$ cat config.mk
export PLATFORM = sky130hd
export DESIGN_NAME = frame_topk_channel_quantizer_unit
export DESIGN_NICKNAME = d
export VERILOG_FILES = /design/src/hdl/ftcq_pkg.sv /design/src/hdl/frame_topk_channel_quantizer_unit.sv /design/src/hdl/ftcq_front.sv /design/src/hdl/ftcq_queue.sv /design/src/hdl/ftcq_back.sv
export SDC_FILE = /design/constraint.sdc
export NUM_CORES = 1
export LEC_CHECK = 0
export BUFFER_PORTS_ARGS = -buffer_cell sky130_fd_sc_hd__buf_4
export CORE_ASPECT_RATIO = 0.5
export CORE_UTILIZATION = 65
export DETAILED_ROUTE_END_ITERATION = 6
export GPL_ROUTABILITY_DRIVEN = 0
export HOLD_SLACK_MARGIN = 0.1
export MAX_ROUTING_LAYER = met4
export PLACE_DENSITY = 0.87
export SLEW_MARGIN = 20
export SYNTH_ARGS = -nofsm -noshare
export SYNTH_HDL_FRONTEND = slang
export SYNTH_HIERARCHICAL = 1
export SYNTH_SLANG_ARGS = --single-unit
$ cat constraint.sdc
create_clock -name clock -period 10.3 [get_ports clock]
set_input_delay 2.06 -clock clock [delete_from_list [all_inputs] [get_ports clock]]
set_output_delay 2.06 -clock clock [all_outputs]
set_load 0.01 [all_outputs]
$ cat src/hdl/ftcq_pkg.sv
// Shared types, constants and the Hilbert curve function of the frame top-k quantizer.
`default_nettype none
package ftcq_pkg;

   localparam int MEL_BANDS   = 128;
   localparam int BAND_W      = $clog2(MEL_BANDS);
   localparam int IN_W        = 16;
   localparam int SUM_W       = IN_W + 1;
   localparam int CHAN_W      = BAND_W - 1;
   localparam logic [CHAN_W-1:0] CHAN_LAST = CHAN_W'(MEL_BANDS / 2 - 1);

   localparam int AMP_LEVELS  = 81;
   localparam int LVL_W       = $clog2(AMP_LEVELS);
   localparam int NUM_W       = SUM_W + LVL_W;
   localparam int CNT_W       = $clog2(LVL_W);

   localparam int RANK_OUT_W  = 3;
   localparam int AMP_W       = 7;
   localparam int GRID_W      = 6;

   localparam int QUEUE_DEPTH = 4;
   localparam int QPTR_W      = $clog2(QUEUE_DEPTH);
   localparam int QCNT_W      = $clog2(QUEUE_DEPTH + 1);

   typedef struct packed {
      logic signed [SUM_W-1:0] sum;
      logic [CHAN_W-1:0]       chan;
   } chan_item_type;

   typedef enum logic [1:0] {
      BK_RUN,
      BK_LOAD,
      BK_DIV,
      BK_OUT
   } back_state_type;

   // Position of cell (x, y) along the order-3 Hilbert curve.
   function automatic logic [GRID_W-1:0] curve_pos(input logic [2:0] xi, input logic [2:0] yi);
      logic [2:0]        x;
      logic [2:0]        y;
      logic [2:0]        t;
      logic              rx;
      logic              ry;
      logic [GRID_W-1:0] d;
      x = xi;
      y = yi;
      d = '0;
      for (int s = 2; s >= 0; s--) begin
         rx = x[s];
         ry = y[s];
         d  = {d[GRID_W-3:0], rx, rx ^ ry};
         if (!ry) begin
            if (rx) begin
               x = ~x;
               y = ~y;
            end
            t = x;
            x = y;
            y = t;
         end
      end
      return d;
   endfunction

endpackage
`default_nettype wire

$ cat src/hdl/frame_topk_channel_quantizer_unit.sv
// Top level of the frame top-k channel quantizer: front end, queue and back end.
// Bands are taken one per cycle while the queue has room; the back end retires one
// channel per cycle while it is not emitting results. After the last channel of a frame
// each result word is computed by a load state and the 7-step restoring divider, and
// the next one starts once the previous word is taken. Reset (synchronous, active high)
// empties the queue, clears the top list and starts a new frame at band 0.
`default_nettype none
module frame_topk_channel_quantizer_unit
   import ftcq_pkg::*;
#(
   parameter int TOP_COUNT = 8
) (
   input  wire logic                   clock,
   input  wire logic                   reset,
   input  wire logic                   req_valid,
   output logic                        req_stall,
   input  wire logic signed [IN_W-1:0] req_mel_value,
   output logic                        rsp_valid,
   input  wire logic                   rsp_stall,
   output logic [RANK_OUT_W-1:0]       rsp_rank,
   output logic [CHAN_W-1:0]           rsp_channel,
   output logic [AMP_W-1:0]            rsp_amp_level,
   output logic [GRID_W-1:0]           rsp_grid_pos_plain,
   output logic [GRID_W-1:0]           rsp_grid_pos_reversed,
   output logic [GRID_W-1:0]           rsp_grid_pos_mirror_y,
   output logic [GRID_W-1:0]           rsp_grid_pos_mirror_x,
   output logic                        rsp_frame_done
);

   chan_item_type push_item;
   chan_item_type pop_item;
   logic          q_push;
   logic          q_full;
   logic          q_pop;
   logic          q_valid;

   ftcq_front u_front (
      .clock         (clock),
      .reset         (reset),
      .req_valid     (req_valid),
      .req_stall     (req_stall),
      .req_mel_value (req_mel_value),
      .q_full        (q_full),
      .q_push        (q_push),
      .q_item        (push_item)
   );

   ftcq_queue u_queue (
      .clock     (clock),
      .reset     (reset),
      .push      (q_push),
      .push_item (push_item),
      .full      (q_full),
      .pop       (q_pop),
      .valid     (q_valid),
      .pop_item  (pop_item)
   );

   ftcq_back #(
      .TOP_COUNT (TOP_COUNT)
   ) u_back (
      .clock                 (clock),
      .reset                 (reset),
      .q_valid               (q_valid),
      .q_item                (pop_item),
      .q_pop                 (q_pop),
      .rsp_valid             (rsp_valid),
      .rsp_stall             (rsp_stall),
      .rsp_rank              (rsp_rank),
      .rsp_channel           (rsp_channel),
      .rsp_amp_level         (rsp_amp_level),
      .rsp_grid_pos_plain    (rsp_grid_pos_plain),
      .rsp_grid_pos_reversed (rsp_grid_pos_reversed),
      .rsp_grid_pos_mirror_y (rsp_grid_pos_mirror_y),
      .rsp_grid_pos_mirror_x (rsp_grid_pos_mirror_x),
      .rsp_frame_done        (rsp_frame_done)
   );

endmodule
`default_nettype wire

$ cat src/hdl/ftcq_front.sv
// Front end: pairs adjacent bands into channel sums and pushes them into the queue.
`default_nettype none
module ftcq_front
   import ftcq_pkg::*;
(
   input  wire logic                   clock,
   input  wire logic                   reset,
   input  wire logic                   req_valid,
   output logic                        req_stall,
   input  wire logic signed [IN_W-1:0] req_mel_value,
   input  wire logic                   q_full,
   output logic                        q_push,
   output chan_item_type               q_item
);

   logic [BAND_W-1:0] band_ff;
   logic [BAND_W-1:0] band_in;
   logic [IN_W-1:0]   pending_ff;
   logic [IN_W-1:0]   pending_in;
   logic              accept;

   // Only the second band of a pair needs room in the queue.
   assign req_stall = band_ff[0] & q_full;
   assign accept    = req_valid & ~req_stall;
   assign q_push    = accept & band_ff[0];

   assign q_item.sum  = $signed({pending_ff[IN_W-1], pending_ff})
                      + $signed({req_mel_value[IN_W-1], req_mel_value});
   assign q_item.chan = band_ff[BAND_W-1:1];

   assign band_in    = accept ? band_ff + BAND_W'(1) : band_ff;
   assign pending_in = (accept && !band_ff[0]) ? req_mel_value : pending_ff;

   always_ff @(posedge clock) begin
      if (reset) begin
         band_ff <= '0;
      end else begin
         band_ff <= band_in;
      end
   end

   always_ff @(posedge clock) begin
      pending_ff <= pending_in;
   end

endmodule
`default_nettype wire

$ cat src/hdl/ftcq_queue.sv
// Short queue of channel sums between the front end and the back end.
`default_nettype none
module ftcq_queue
   import ftcq_pkg::*;
(
   input  wire logic          clock,
   input  wire logic          reset,
   input  wire logic          push,
   input  wire chan_item_type push_item,
   output logic               full,
   input  wire logic          pop,
   output logic               valid,
   output chan_item_type      pop_item
);

   chan_item_type     slot_ff [QUEUE_DEPTH];
   logic [QPTR_W-1:0] wr_ptr_ff;
   logic [QPTR_W-1:0] wr_ptr_in;
   logic [QPTR_W-1:0] rd_ptr_ff;
   logic [QPTR_W-1:0] rd_ptr_in;
   logic [QCNT_W-1:0] count_ff;
   logic [QCNT_W-1:0] count_in;
   logic              do_push;
   logic              do_pop;

   assign full     = (count_ff == QCNT_W'(QUEUE_DEPTH));
   assign valid    = (count_ff != '0);
   assign pop_item = slot_ff[rd_ptr_ff];
   assign do_push  = push & ~full;
   assign do_pop   = pop & valid;

   assign wr_ptr_in = do_push ? wr_ptr_ff + QPTR_W'(1) : wr_ptr_ff;
   assign rd_ptr_in = do_pop ? rd_ptr_ff + QPTR_W'(1) : rd_ptr_ff;

   always_comb begin
      count_in = count_ff;
      if (do_push && !do_pop) begin
         count_in = count_ff + QCNT_W'(1);
      end else if (do_pop && !do_push) begin
         count_in = count_ff - QCNT_W'(1);
      end
   end

   always_ff @(posedge clock) begin
      if (reset) begin
         wr_ptr_ff <= '0;
         rd_ptr_ff <= '0;
         count_ff  <= '0;
      end else begin
         wr_ptr_ff <= wr_ptr_in;
         rd_ptr_ff <= rd_ptr_in;
         count_ff  <= count_in;
      end
   end

   always_ff @(posedge clock) begin
      if (do_push) begin
         slot_ff[wr_ptr_ff] <= push_item;
      end
   end

`ifndef NO_ASSERTIONS
   a_no_push_when_full: assert property (@(posedge clock) disable iff (reset)
      (push && !pop) |-> !full)
      else $error("word pushed into a full queue");

   a_count_tracks_pointers: assert property (@(posedge clock) disable iff (reset)
      (count_ff != QCNT_W'(QUEUE_DEPTH)) |-> (QPTR_W'(wr_ptr_ff - rd_ptr_ff) == QPTR_W'(count_ff)))
      else $error("queue count disagrees with pointers");
`endif

endmodule
`default_nettype wire

$ cat src/hdl/ftcq_back.sv
// Back end: min/max and top list per channel, then per-rank level division and result output.
`default_nettype none
module ftcq_back
   import ftcq_pkg::*;
#(
   parameter int TOP_COUNT = 8
) (
   input  wire logic                 clock,
   input  wire logic                 reset,
   input  wire logic                 q_valid,
   input  wire chan_item_type        q_item,
   output logic                      q_pop,
   output logic                      rsp_valid,
   input  wire logic                 rsp_stall,
   output logic [RANK_OUT_W-1:0]     rsp_rank,
   output logic [CHAN_W-1:0]         rsp_channel,
   output logic [AMP_W-1:0]          rsp_amp_level,
   output logic [GRID_W-1:0]         rsp_grid_pos_plain,
   output logic [GRID_W-1:0]         rsp_grid_pos_reversed,
   output logic [GRID_W-1:0]         rsp_grid_pos_mirror_y,
   output logic [GRID_W-1:0]         rsp_grid_pos_mirror_x,
   output logic                      rsp_frame_done
);

   localparam int RANK_W = (TOP_COUNT > 1) ? $clog2(TOP_COUNT) : 1;
   localparam logic [RANK_W-1:0] RANK_LAST = RANK_W'(TOP_COUNT - 1);

   back_state_type          state_ff;
   back_state_type          state_in;

   logic signed [SUM_W-1:0] low_ff;
   logic signed [SUM_W-1:0] low_in;
   logic signed [SUM_W-1:0] high_ff;
   logic signed [SUM_W-1:0] high_in;
   logic signed [SUM_W-1:0] best_sum_ff  [TOP_COUNT];
   logic signed [SUM_W-1:0] best_sum_in  [TOP_COUNT];
   logic [CHAN_W-1:0]       best_chan_ff [TOP_COUNT];
   logic [CHAN_W-1:0]       best_chan_in [TOP_COUNT];
   logic [TOP_COUNT-1:0]    filled_ff;
   logic [TOP_COUNT-1:0]    filled_in;

   logic [RANK_W-1:0]       rank_ff;
   logic [RANK_W-1:0]       rank_in;
   logic [NUM_W-1:0]        rem_ff;
   logic [NUM_W-1:0]        rem_in;
   logic [NUM_W-1:0]        dsh_ff;
   logic [NUM_W-1:0]        dsh_in;
   logic [LVL_W-1:0]        quo_ff;
   logic [LVL_W-1:0]        quo_in;
   logic [CNT_W-1:0]        cnt_ff;
   logic [CNT_W-1:0]        cnt_in;

   logic [RANK_OUT_W-1:0]   out_rank_ff;
   logic [RANK_OUT_W-1:0]   out_rank_in;
   logic [CHAN_W-1:0]       out_chan_ff;
   logic [CHAN_W-1:0]       out_chan_in;
   logic [AMP_W-1:0]        out_amp_ff;
   logic [AMP_W-1:0]        out_amp_in;
   logic [GRID_W-1:0]       out_plain_ff;
   logic [GRID_W-1:0]       out_plain_in;
   logic [GRID_W-1:0]       out_mir_y_ff;
   logic [GRID_W-1:0]       out_mir_y_in;
   logic [GRID_W-1:0]       out_mir_x_ff;
   logic [GRID_W-1:0]       out_mir_x_in;
   logic                    out_done_ff;
   logic                    out_done_in;

   logic [TOP_COUNT-1:0]    gt;
   logic [TOP_COUNT-1:0]    sh_gt;
   logic signed [SUM_W-1:0] sh_sum  [TOP_COUNT];
   logic [CHAN_W-1:0]       sh_chan [TOP_COUNT];
   logic [TOP_COUNT-1:0]    sh_filled;
   logic [SUM_W-1:0]        range_w;
   logic [SUM_W-1:0]        diff_w;
   logic [NUM_W-1:0]        rem_sub;
   logic                    qbit;
   logic [LVL_W-1:0]        quo_next;
   logic [CHAN_W-1:0]       sel_chan;

   assign range_w  = SUM_W'(high_ff - low_ff);
   assign diff_w   = SUM_W'(best_sum_ff[rank_ff] - low_ff);
   assign rem_sub  = rem_ff - dsh_ff;
   assign qbit     = (rem_ff >= dsh_ff);
   assign quo_next = {quo_ff[LVL_W-2:0], qbit};
   assign sel_chan = best_chan_ff[rank_ff];

   // A later entry ranks below the new sum when it is empty or strictly smaller,
   // so equal sums keep the earlier channel in front.
   always_comb begin
      for (int k = 0; k < TOP_COUNT; k++) begin
         gt[k] = !filled_ff[k] || ($signed(q_item.sum) > best_sum_ff[k]);
      end
      sh_gt[0]     = 1'b0;
      sh_sum[0]    = best_sum_ff[0];
      sh_chan[0]   = best_chan_ff[0];
      sh_filled[0] = 1'b0;
      for (int j = 1; j < TOP_COUNT; j++) begin
         sh_gt[j]     = gt[j-1];
         sh_sum[j]    = best_sum_ff[j-1];
         sh_chan[j]   = best_chan_ff[j-1];
         sh_filled[j] = filled_ff[j-1];
      end
   end

   // Next state.
   always_comb begin
      state_in = state_ff;
      case (state_ff)
         BK_RUN: begin
            if (q_valid && (q_item.chan == CHAN_LAST)) begin
               state_in = BK_LOAD;
            end
         end
         BK_LOAD: begin
            state_in = BK_DIV;
         end
         BK_DIV: begin
            if (cnt_ff == '0) begin
               state_in = BK_OUT;
            end
         end
         BK_OUT: begin
            if (!rsp_stall) begin
               state_in = (rank_ff == RANK_LAST) ? BK_RUN : BK_LOAD;
            end
         end
         default: begin
            state_in = BK_RUN;
         end
      endcase
   end

   // Datapath and outputs.
   always_comb begin
      low_in       = low_ff;
      high_in      = high_ff;
      best_sum_in  = best_sum_ff;
      best_chan_in = best_chan_ff;
      filled_in    = filled_ff;
      rank_in      = rank_ff;
      rem_in       = rem_ff;
      dsh_in       = dsh_ff;
      quo_in       = quo_ff;
      cnt_in       = cnt_ff;
      out_rank_in  = out_rank_ff;
      out_chan_in  = out_chan_ff;
      out_amp_in   = out_amp_ff;
      out_plain_in = out_plain_ff;
      out_mir_y_in = out_mir_y_ff;
      out_mir_x_in = out_mir_x_ff;
      out_done_in  = out_done_ff;
      q_pop        = 1'b0;
      case (state_ff)
         BK_RUN: begin
            if (q_valid) begin
               q_pop = 1'b1;
               if (q_item.chan == '0) begin
                  low_in  = q_item.sum;
                  high_in = q_item.sum;
               end else begin
                  if ($signed(q_item.sum) < low_ff) begin
                     low_in = q_item.sum;
                  end
                  if ($signed(q_item.sum) > high_ff) begin
                     high_in = q_item.sum;
                  end
               end
               for (int j = 0; j < TOP_COUNT; j++) begin
                  if (sh_gt[j]) begin
                     best_sum_in[j]  = sh_sum[j];
                     best_chan_in[j] = sh_chan[j];
                     filled_in[j]    = sh_filled[j];
                  end else if (gt[j]) begin
                     best_sum_in[j]  = q_item.sum;
                     best_chan_in[j] = q_item.chan;
                     filled_in[j]    = 1'b1;
                  end
               end
               rank_in = '0;
            end
         end
         BK_LOAD: begin
            rem_in = NUM_W'(diff_w) * NUM_W'(AMP_LEVELS - 1);
            dsh_in = NUM_W'(range_w) << (LVL_W - 1);
            quo_in = '0;
            cnt_in = CNT_W'(LVL_W - 1);
         end
         BK_DIV: begin
            // Restoring division, one quotient bit per cycle.
            if (qbit) begin
               rem_in = rem_sub;
            end
            dsh_in = dsh_ff >> 1;
            quo_in = quo_next;
            cnt_in = cnt_ff - CNT_W'(1);
            if (cnt_ff == '0) begin
               out_rank_in  = RANK_OUT_W'(rank_ff);
               out_chan_in  = sel_chan;
               out_amp_in   = (range_w == '0) ? '0 : AMP_W'(quo_next);
               out_plain_in = curve_pos(sel_chan[2:0], sel_chan[5:3]);
               out_mir_y_in = curve_pos(sel_chan[2:0], ~sel_chan[5:3]);
               out_mir_x_in = curve_pos(~sel_chan[2:0], sel_chan[5:3]);
               out_done_in  = (rank_ff == RANK_LAST);
            end
         end
         BK_OUT: begin
            if (!rsp_stall) begin
               if (rank_ff == RANK_LAST) begin
                  filled_in = '0;
               end else begin
                  rank_in = rank_ff + RANK_W'(1);
               end
            end
         end
         default: begin
         end
      endcase
   end

   always_ff @(posedge clock) begin
      if (reset) begin
         state_ff  <= BK_RUN;
         filled_ff <= '0;
         rank_ff   <= '0;
         cnt_ff    <= '0;
      end else begin
         state_ff  <= state_in;
         filled_ff <= filled_in;
         rank_ff   <= rank_in;
         cnt_ff    <= cnt_in;
      end
   end

   always_ff @(posedge clock) begin
      low_ff       <= low_in;
      high_ff      <= high_in;
      best_sum_ff  <= best_sum_in;
      best_chan_ff <= best_chan_in;
      rem_ff       <= rem_in;
      dsh_ff       <= dsh_in;
      quo_ff       <= quo_in;
      out_rank_ff  <= out_rank_in;
      out_chan_ff  <= out_chan_in;
      out_amp_ff   <= out_amp_in;
      out_plain_ff <= out_plain_in;
      out_mir_y_ff <= out_mir_y_in;
      out_mir_x_ff <= out_mir_x_in;
      out_done_ff  <= out_done_in;
   end

   assign rsp_valid             = (state_ff == BK_OUT);
   assign rsp_rank              = out_rank_ff;
   assign rsp_channel           = out_chan_ff;
   assign rsp_amp_level         = out_amp_ff;
   assign rsp_grid_pos_plain    = out_plain_ff;
   assign rsp_grid_pos_reversed = ~out_plain_ff;
   assign rsp_grid_pos_mirror_y = out_mir_y_ff;
   assign rsp_grid_pos_mirror_x = out_mir_x_ff;
   assign rsp_frame_done        = out_done_ff;

`ifndef NO_ASSERTIONS
   a_filled_is_prefix: assert property (@(posedge clock) disable iff (reset)
      (filled_ff & (filled_ff + TOP_COUNT'(1))) == '0)
      else $error("top list has a gap");

   a_level_in_range: assert property (@(posedge clock) disable iff (reset)
      rsp_valid |-> (rsp_amp_level <= AMP_W'(AMP_LEVELS - 1)))
      else $error("amplitude level above ceiling");

   a_frame_end_clears: assert property (@(posedge clock) disable iff (reset)
      (rsp_valid && !rsp_stall && rsp_frame_done) |=> (filled_ff == '0) && (state_ff == BK_RUN))
      else $error("top list not cleared after last word");

   a_no_pop_while_emitting: assert property (@(posedge clock) disable iff (reset)
      (state_ff != BK_RUN) |-> !q_pop)
      else $error("queue popped during result phase");
`endif

endmodule
`default_nettype wire

==> metrics.csv, run 1 <==
metric,value,unit
Synth area leaders,"edfxtp_1 45%, ha_1 13%, mux2_2 5.8%",
Post-DP Area,0.0285,mm2
crit path time final,6570,ps
simple-gate area share of the yosys netlist,8.58,%
mux cell area share after synthesis,12.3,%
port bufs,62,
first-pass GRT wire length,103000,um
final setup violation count,0,
fraction of layout cells with a size suffix above 1,16.4,%
# fillers,2520,
count of final max-slew check failures,0,
final net count,2682,
Initial Utilization,66.8,%
"Seq/Total Area, Yosys",47.5,%
mapped cell area,0.0274,mm2
CP endpoint kind,register,
most frequent cell after synthesis,edfxtp_1,
adder-cell share of the synthesized area,13.4,%
"antenna viol nets, final",0,
die area,0.0430,mm2
post-synthesis compound-gate area fraction,11.1,%
Max Fanout on Critical Path,25,
post-synthesis xor/xnor area fraction,2.46,%
vias per std cell,6.54,
IO Pins,63,
#FFs+latches synth,443,
Synth area leader,edfxtp_1,
main combinational cell family by area after synthesis,adder cells,
final worst-path cycle share,63.8,%
"Hold-fix buffers, CTS",0,
post-cts sizing count,0,
postcts setup bufs,0,
number of distinct library cells after synthesis,82,
Post-synth EDFFs,411,
Vias,19254,
Mapped Nets,2619,
Sink Count,443,
wire length per cell,22.0,um
GRT Util Overall,31.4,%
Worst Tran Pin Value,968,ps
clock skew,25.8,ps
Critical Path AT,6890,ps
clk buf depth,3,
ys flop type,edfxtp_1,
Setup Crit Path Kind,register to register,
Commonest cells post-synth,"411 x edfxtp_1, 283 x ha_1, 243 x inv_1",
placed wire-length estimate,45100,um
initial DRC count,1890,
root buffer cell,clkbuf_16,
syn avg cell area,11.8,um2
CORE AREA,0.0409,mm2
max frequency,152,MHz
final WL,64700,um
Critical Path RT,10610,ps
Clock Pin Slew Worst Setup and Hold Paths,70,ps
Hold/Removal Path Class,register to register,
setup_tns,0,ps
clk_lat worst skew,570,ps
CTS Buf Count,40,
Syn-to-layout area delta,9.14,%
final non-filler cell area,0.0299,mm2
largest net degree at the start of global routing,61,
Core Rows,52,
Syn Inst Count,2310,
Async SR Flop Fraction,0,%
outcome,finished clean,
CTS tree,yes,
grt ovf,0,
vias in the first global route,19173,
hold_ws,437,ps
die width,292,um
CP startpoint kind,register,
Synth top area share,45.1,%
H-tree depth,2,
total of max-cap violations,0,
diode count,0,
Die H,147,um
Ys Warns,6,
initial antenna violation count,0,
Relative slew margins,35.3,%
first drt pass iteration count,5,
Final Hold Fails,0,
RSZ-0062 raised after global routing,no,
DRC Markers,0,
path summary, 6_finish.rpt:
path	from	slack, ps	cells after the start	endpoint
worst max-delay path	u_back/rank_ff[0]$_SDFFE_PP0P_	3730	22	u_back/rem_ff[23]$_DFFE_PP_
worst min-delay path	u_back/rank_ff[2]$_SDFFE_PP0P_	440	0	u_back/rsp_rank[2]$_DFFE_PP_
worst max register to register	u_back/rank_ff[0]$_SDFFE_PP0P_	3730	22	u_back/rem_ff[23]$_DFFE_PP_
worst min register to register	u_back/rank_ff[2]$_SDFFE_PP0P_	440	0	u_back/rsp_rank[2]$_DFFE_PP_
metrics by stage:
stage	utilization [%]	setup WS, ps	instances
5_1_grt	73.0	3410	2944
3_5_place_dp	69.5	3800	2871
3_3_place_gp	69.5	3930	2871
2_1_floorplan	-	4270	2310
4_1_cts	72.9	3780	2944
6_report	73.0	3730	2944
sequential cells by signal (all words and copies together), names as in the netlist, 2 cells and up, named ones only:
name / cells
u_back/quo_ff: 6
u_back/state_ff: 2
u_queue/slot_ff: 92
u_back/rsp_grid_pos_mirror_x: 5
u_back/low_ff: 17
u_queue/wr_ptr_ff: 2
u_back/rsp_amp_level: 7
u_back/high_ff: 17
u_back/rem_ff: 24
u_queue/rd_ptr_ff: 2
u_back/rsp_grid_pos_plain: 5
u_back/filled_ff: 8
u_back/cnt_ff: 3
u_back/best_chan_ff: 48
u_back/dsh_ff: 23
u_back/rsp_rank: 3
u_back/rsp_grid_pos_mirror_y: 5
u_front/pending_ff: 16
u_back/rank_ff: 3
u_front/band_ff: 7
u_back/best_sum_ff: 136
u_queue/count_ff: 3
u_back/rsp_channel: 6
critical path, cell delays in order, from the launching register on:
cell      delay, ps
dfxtp_4         670
buf_4           500
mux4_2          570
mux2i_1         380
inv_1            90
ha_1            290
a21o_1          150
a21oi_1         250
o21bai_1        150
a31o_2          280
a41oi_1         350
nor2b_1         210
xnor2_1         160
ha_1            280
ha_1            350
a21o_1          190
a21oi_1         260
o211ai_1        180
a31o_2          300
a31oi_1         240
nor2b_1          70
o21a_1          180
a32o_1          200
cells in the final DEF, fill, tap and decap left out, types with 7 or more instances in the layout:
cell type  count
a211o_1       11
a211oi_1      22
a21boi_0       8
a21o_1        73
a21oi_1      104
a31oi_1       13
and2_1        13
and3_1        20
buf_4         93
clkbuf_1       8
clkbuf_16     41
clkinv_1       8
dfxtp_1       30
edfxtp_1     411
ha_1         282
inv_1        243
mux2_2       140
mux2i_1       17
mux4_2        66
nand2_1      153
nand2b_1      20
nand3_1       41
nand4_1       30
nor2_1       112
nor2b_1       26
nor3_1        20
nor3b_1        7
o211ai_1      12
o21a_1        23
o21ai_0      120
o21bai_1       7
o22ai_1        7
o31a_1         8
o31ai_1        7
or3_1         13
xnor2_1       42
xor2_1        32
cell families (layout without fill, tap and decap cells):
kind of cell,Yosys count,count (layout)
buffers and inverters,316,410
xor gates and xnor gates,75,75
DFF,443,443
adders and majority gates,289,289
muxes,230,230
and+or+nand+nor,486,486
AOI/OAI and AO/OA,471,471
cell type report:
type                    instances  area, um2  area share (%)
clock inverters                21        289           0.968
clock buffers                  52       1100            3.68
multi-input cells            1551      13200            44.2
flip-flops and latches        443      13000            43.5
repair buffers                 93        698            2.34
well taps                     540        676            2.26
inverters                     244        916            3.07
metal layers:
metal / global-route usage, % / vias to the layer above / part of all wire, % / wire length (um)
li1: - / 8743 / - / -
met1: 41.3 / 9338 / 40 / 26200
met2: 50.3 / 1012 / 47 / 30600
met3: 5.25 / 161 / 9.2 / 5960
met4: 9.58 / 0 / 3.1 / 2030
met5: - / - / 0 / 0
Power of run 1 is not shown: default switching activity piles up to over one toggle a cycle in this logic, so the estimate is an artifact.
==> run 2: changes to the inputs <==
CORE_UTILIZATION = 58   (was 65)
PLACE_DENSITY = 0.83   (was 0.87)
clock period = 5.41 ns   (was 10.3 ns; I/O delays follow)
==> run 2 against run 1 <==
  * Fmax increased by 22%
  * First-iteration DRC count increased by 13%
  * Clock skew about the same
  * Critical path type unchanged
==> metrics.csv, run 2 (same netlist as run 1, synthesis figures left out) <==
metric,value,unit,change
final net count,2731,,"was 2,682"
vias per std cell,6.29,,was 6.54
Worst Tran Pin Value,1020,ps,was 968 ps
CTS Buf Count,42,,was 40
die area,0.0481,mm2,was 0.0430 mm2
Largest register FFs,136,,unchanged
fraction of layout cells with a size suffix above 1,19.4,%,was 16.4%
"commonest non-fill, non-tap cell in the layout",edfxtp_1,,unchanged
IO Pins,63,,unchanged
total of max-cap violations,0,,unchanged
clk buf depth,3,,unchanged
final setup violation count,0,,unchanged
CTS tree,yes,,unchanged
die width,309,um,was 292 um
largest net degree at the start of global routing,60,,was 61
"antenna viol nets, final",0,,unchanged
H-tree depth,2,,unchanged
Relative slew margins,32.1,%,was 35.3%
final non-filler cell area,0.0306,mm2,was 0.0299 mm2
placed wire-length estimate,47300,um,"was 45,100 um"
GRT Util Overall,28.2,%,was 31.4%
RSZ-0062 raised after global routing,yes,,was no
root buffer cell,clkbuf_16,,unchanged
grt ovf,0,,unchanged
Vias,19379,,"was 19,254"
Clock Pin Slew Worst Setup and Hold Paths,60,ps,was 70 ps
hold_ws,482,ps,was 437 ps
Hold/Removal Path Class,register to register,,unchanged
CORE AREA,0.0458,mm2,was 0.0409 mm2
vias in the first global route,19061,,"was 19,173"
Post-DP Area,0.0289,mm2,was 0.0285 mm2
initial DRC count,2132,,"was 1,890"
Initial Utilization,59.7,%,was 66.8%
DRC Markers,0,,unchanged
crit path time final,5400,ps,was 6570 ps
final worst-path cycle share,99.8,%,was 63.8%
Largest Register,u_back/best_sum_ff,,unchanged
fin cells,3083,,"was 2,944"
dpl cells,2991,,"was 2,871"
CP startpoint kind,register,,unchanged
clk_lat worst skew,570,ps,about the same
count of final max-slew check failures,0,,unchanged
outcome,finished clean,,unchanged
"commonest non-fill, non-tap cells in the layout","411 x edfxtp_1, 274 x ha_1, 243 x inv_1",,"was 411 x edfxtp_1, 282 x ha_1, 243 x inv_1"
port bufs,62,,unchanged
Largest regs,"u_back/best_sum_ff x136, u_queue/slot_ff x92, u_back/best_chan_ff x48",,unchanged
Setup Crit Path Kind,register to register,,unchanged
Final Hold Fails,0,,unchanged
"Hold-fix buffers, CTS",0,,unchanged
initial antenna violation count,0,,unchanged
first-pass GRT wire length,103000,um,about the same
diode count,0,,unchanged
Max Fanout on Critical Path,7,,was 25
Die H,156,um,was 147 um
Critical Path RT,5730,ps,"was 10,610 ps"
CP endpoint kind,register,,unchanged
max frequency,185,MHz,was 152 MHz
Critical Path AT,5720,ps,was 6890 ps
clock skew,26.0,ps,was 25.8 ps
wire length per cell,21.5,um,was 22.0 um
Syn-to-layout area delta,11.9,%,was 9.14%
first drt pass iteration count,5,,unchanged
final WL,66200,um,"was 64,700 um"
Core Rows,55,,was 52
Sink Count,443,,unchanged
[run 2: changes by cell type in the layout (fill, tap and decap cells not counted), moves of 3 or more]
cell | before | now
buf_4 | 93 | 135
ha_1 | 282 | 274
ha_4 | 0 | 8
xnor2_1 | 42 | 37
a21oi_2 | 5 | 9
clkinv_2 | 4 | 8
xnor2_2 | 0 | 4
a21oi_1 | 104 | 101
[run 2: metrics by stage]
step / util, % / worst slack, ps / setup TNS [ps]
after global placement: 63.0 / 80.4 / 0
after detailed placement: 63.0 / -73.4 / -73.4
after global routing: 66.8 / -179 / -536
final: 66.8 / 8.48 / 0
after floorplan: - / 22.8 / 0
after CTS: 66.3 / 0.0728 / 0
[run 2: worst paths after layout]
check                            startpoint                            end  slack, ps  cells after the start
max          u_back/rank_ff[0]$_SDFFE_PP0P_    u_back/rem_ff[23]$_DFFE_PP_          8                     23
min           u_back/cnt_ff[1]$_SDFFE_PP0P_  u_back/cnt_ff[1]$_SDFFE_PP0P_        480                      2
max reg2reg  u_back/rank_ff[0]$_SDFFE_PP0P_    u_back/rem_ff[23]$_DFFE_PP_          8                     23
min reg2reg   u_back/cnt_ff[1]$_SDFFE_PP0P_  u_back/cnt_ff[1]$_SDFFE_PP0P_        480                      2
[run 2: per-layer routing]
metal	track usage, %	vias to the layer above	part of all wire [%]
met3	4.07	159	7.9
met1	37.0	9435	41
met2	45.5	924	47
li1	-	8861	-
met5	-	-	0
met4	9.03	0	3.3
[run 2: final cells by class]
type / count / area, um2
timing repair buffer: 140 / 1090
fill: 3164 / 15200
tap: 627 / 785
clock inverter: 25 / 278
multi-input combinational: 1551 / 13400
clock buffer: 53 / 1140
inverter: 244 / 916
sequential: 443 / 13000
[run 2: what timing repair did]
item,CTS,global route
hold endpoints to repair,0,0
gates resized for setup,7,25
pin swaps,2,19
endpoints found under the setup margin,1,6
buffers inserted,5,9
[run 2: critical path, cell delays in order, from the launching register on]
cell,delay [ps]
dfxtp_4,450
buf_6,120
mux4_2,480
mux2_4,290
ha_1,290
nor2b_2,170
o31a_1,330
o41a_1,420
a21oi_2,200
nor2b_1,70
o21a_1,220
nor2_4,180
xnor2_4,160
ha_4,170
ha_4,190
buf_4,140
and3_4,170
nand2_1,60
o211ai_1,120
a31o_2,280
a31oi_4,200
nor2b_1,70
o21a_1,170
a32o_1,210
Power of run 2 is left out for the same reason.
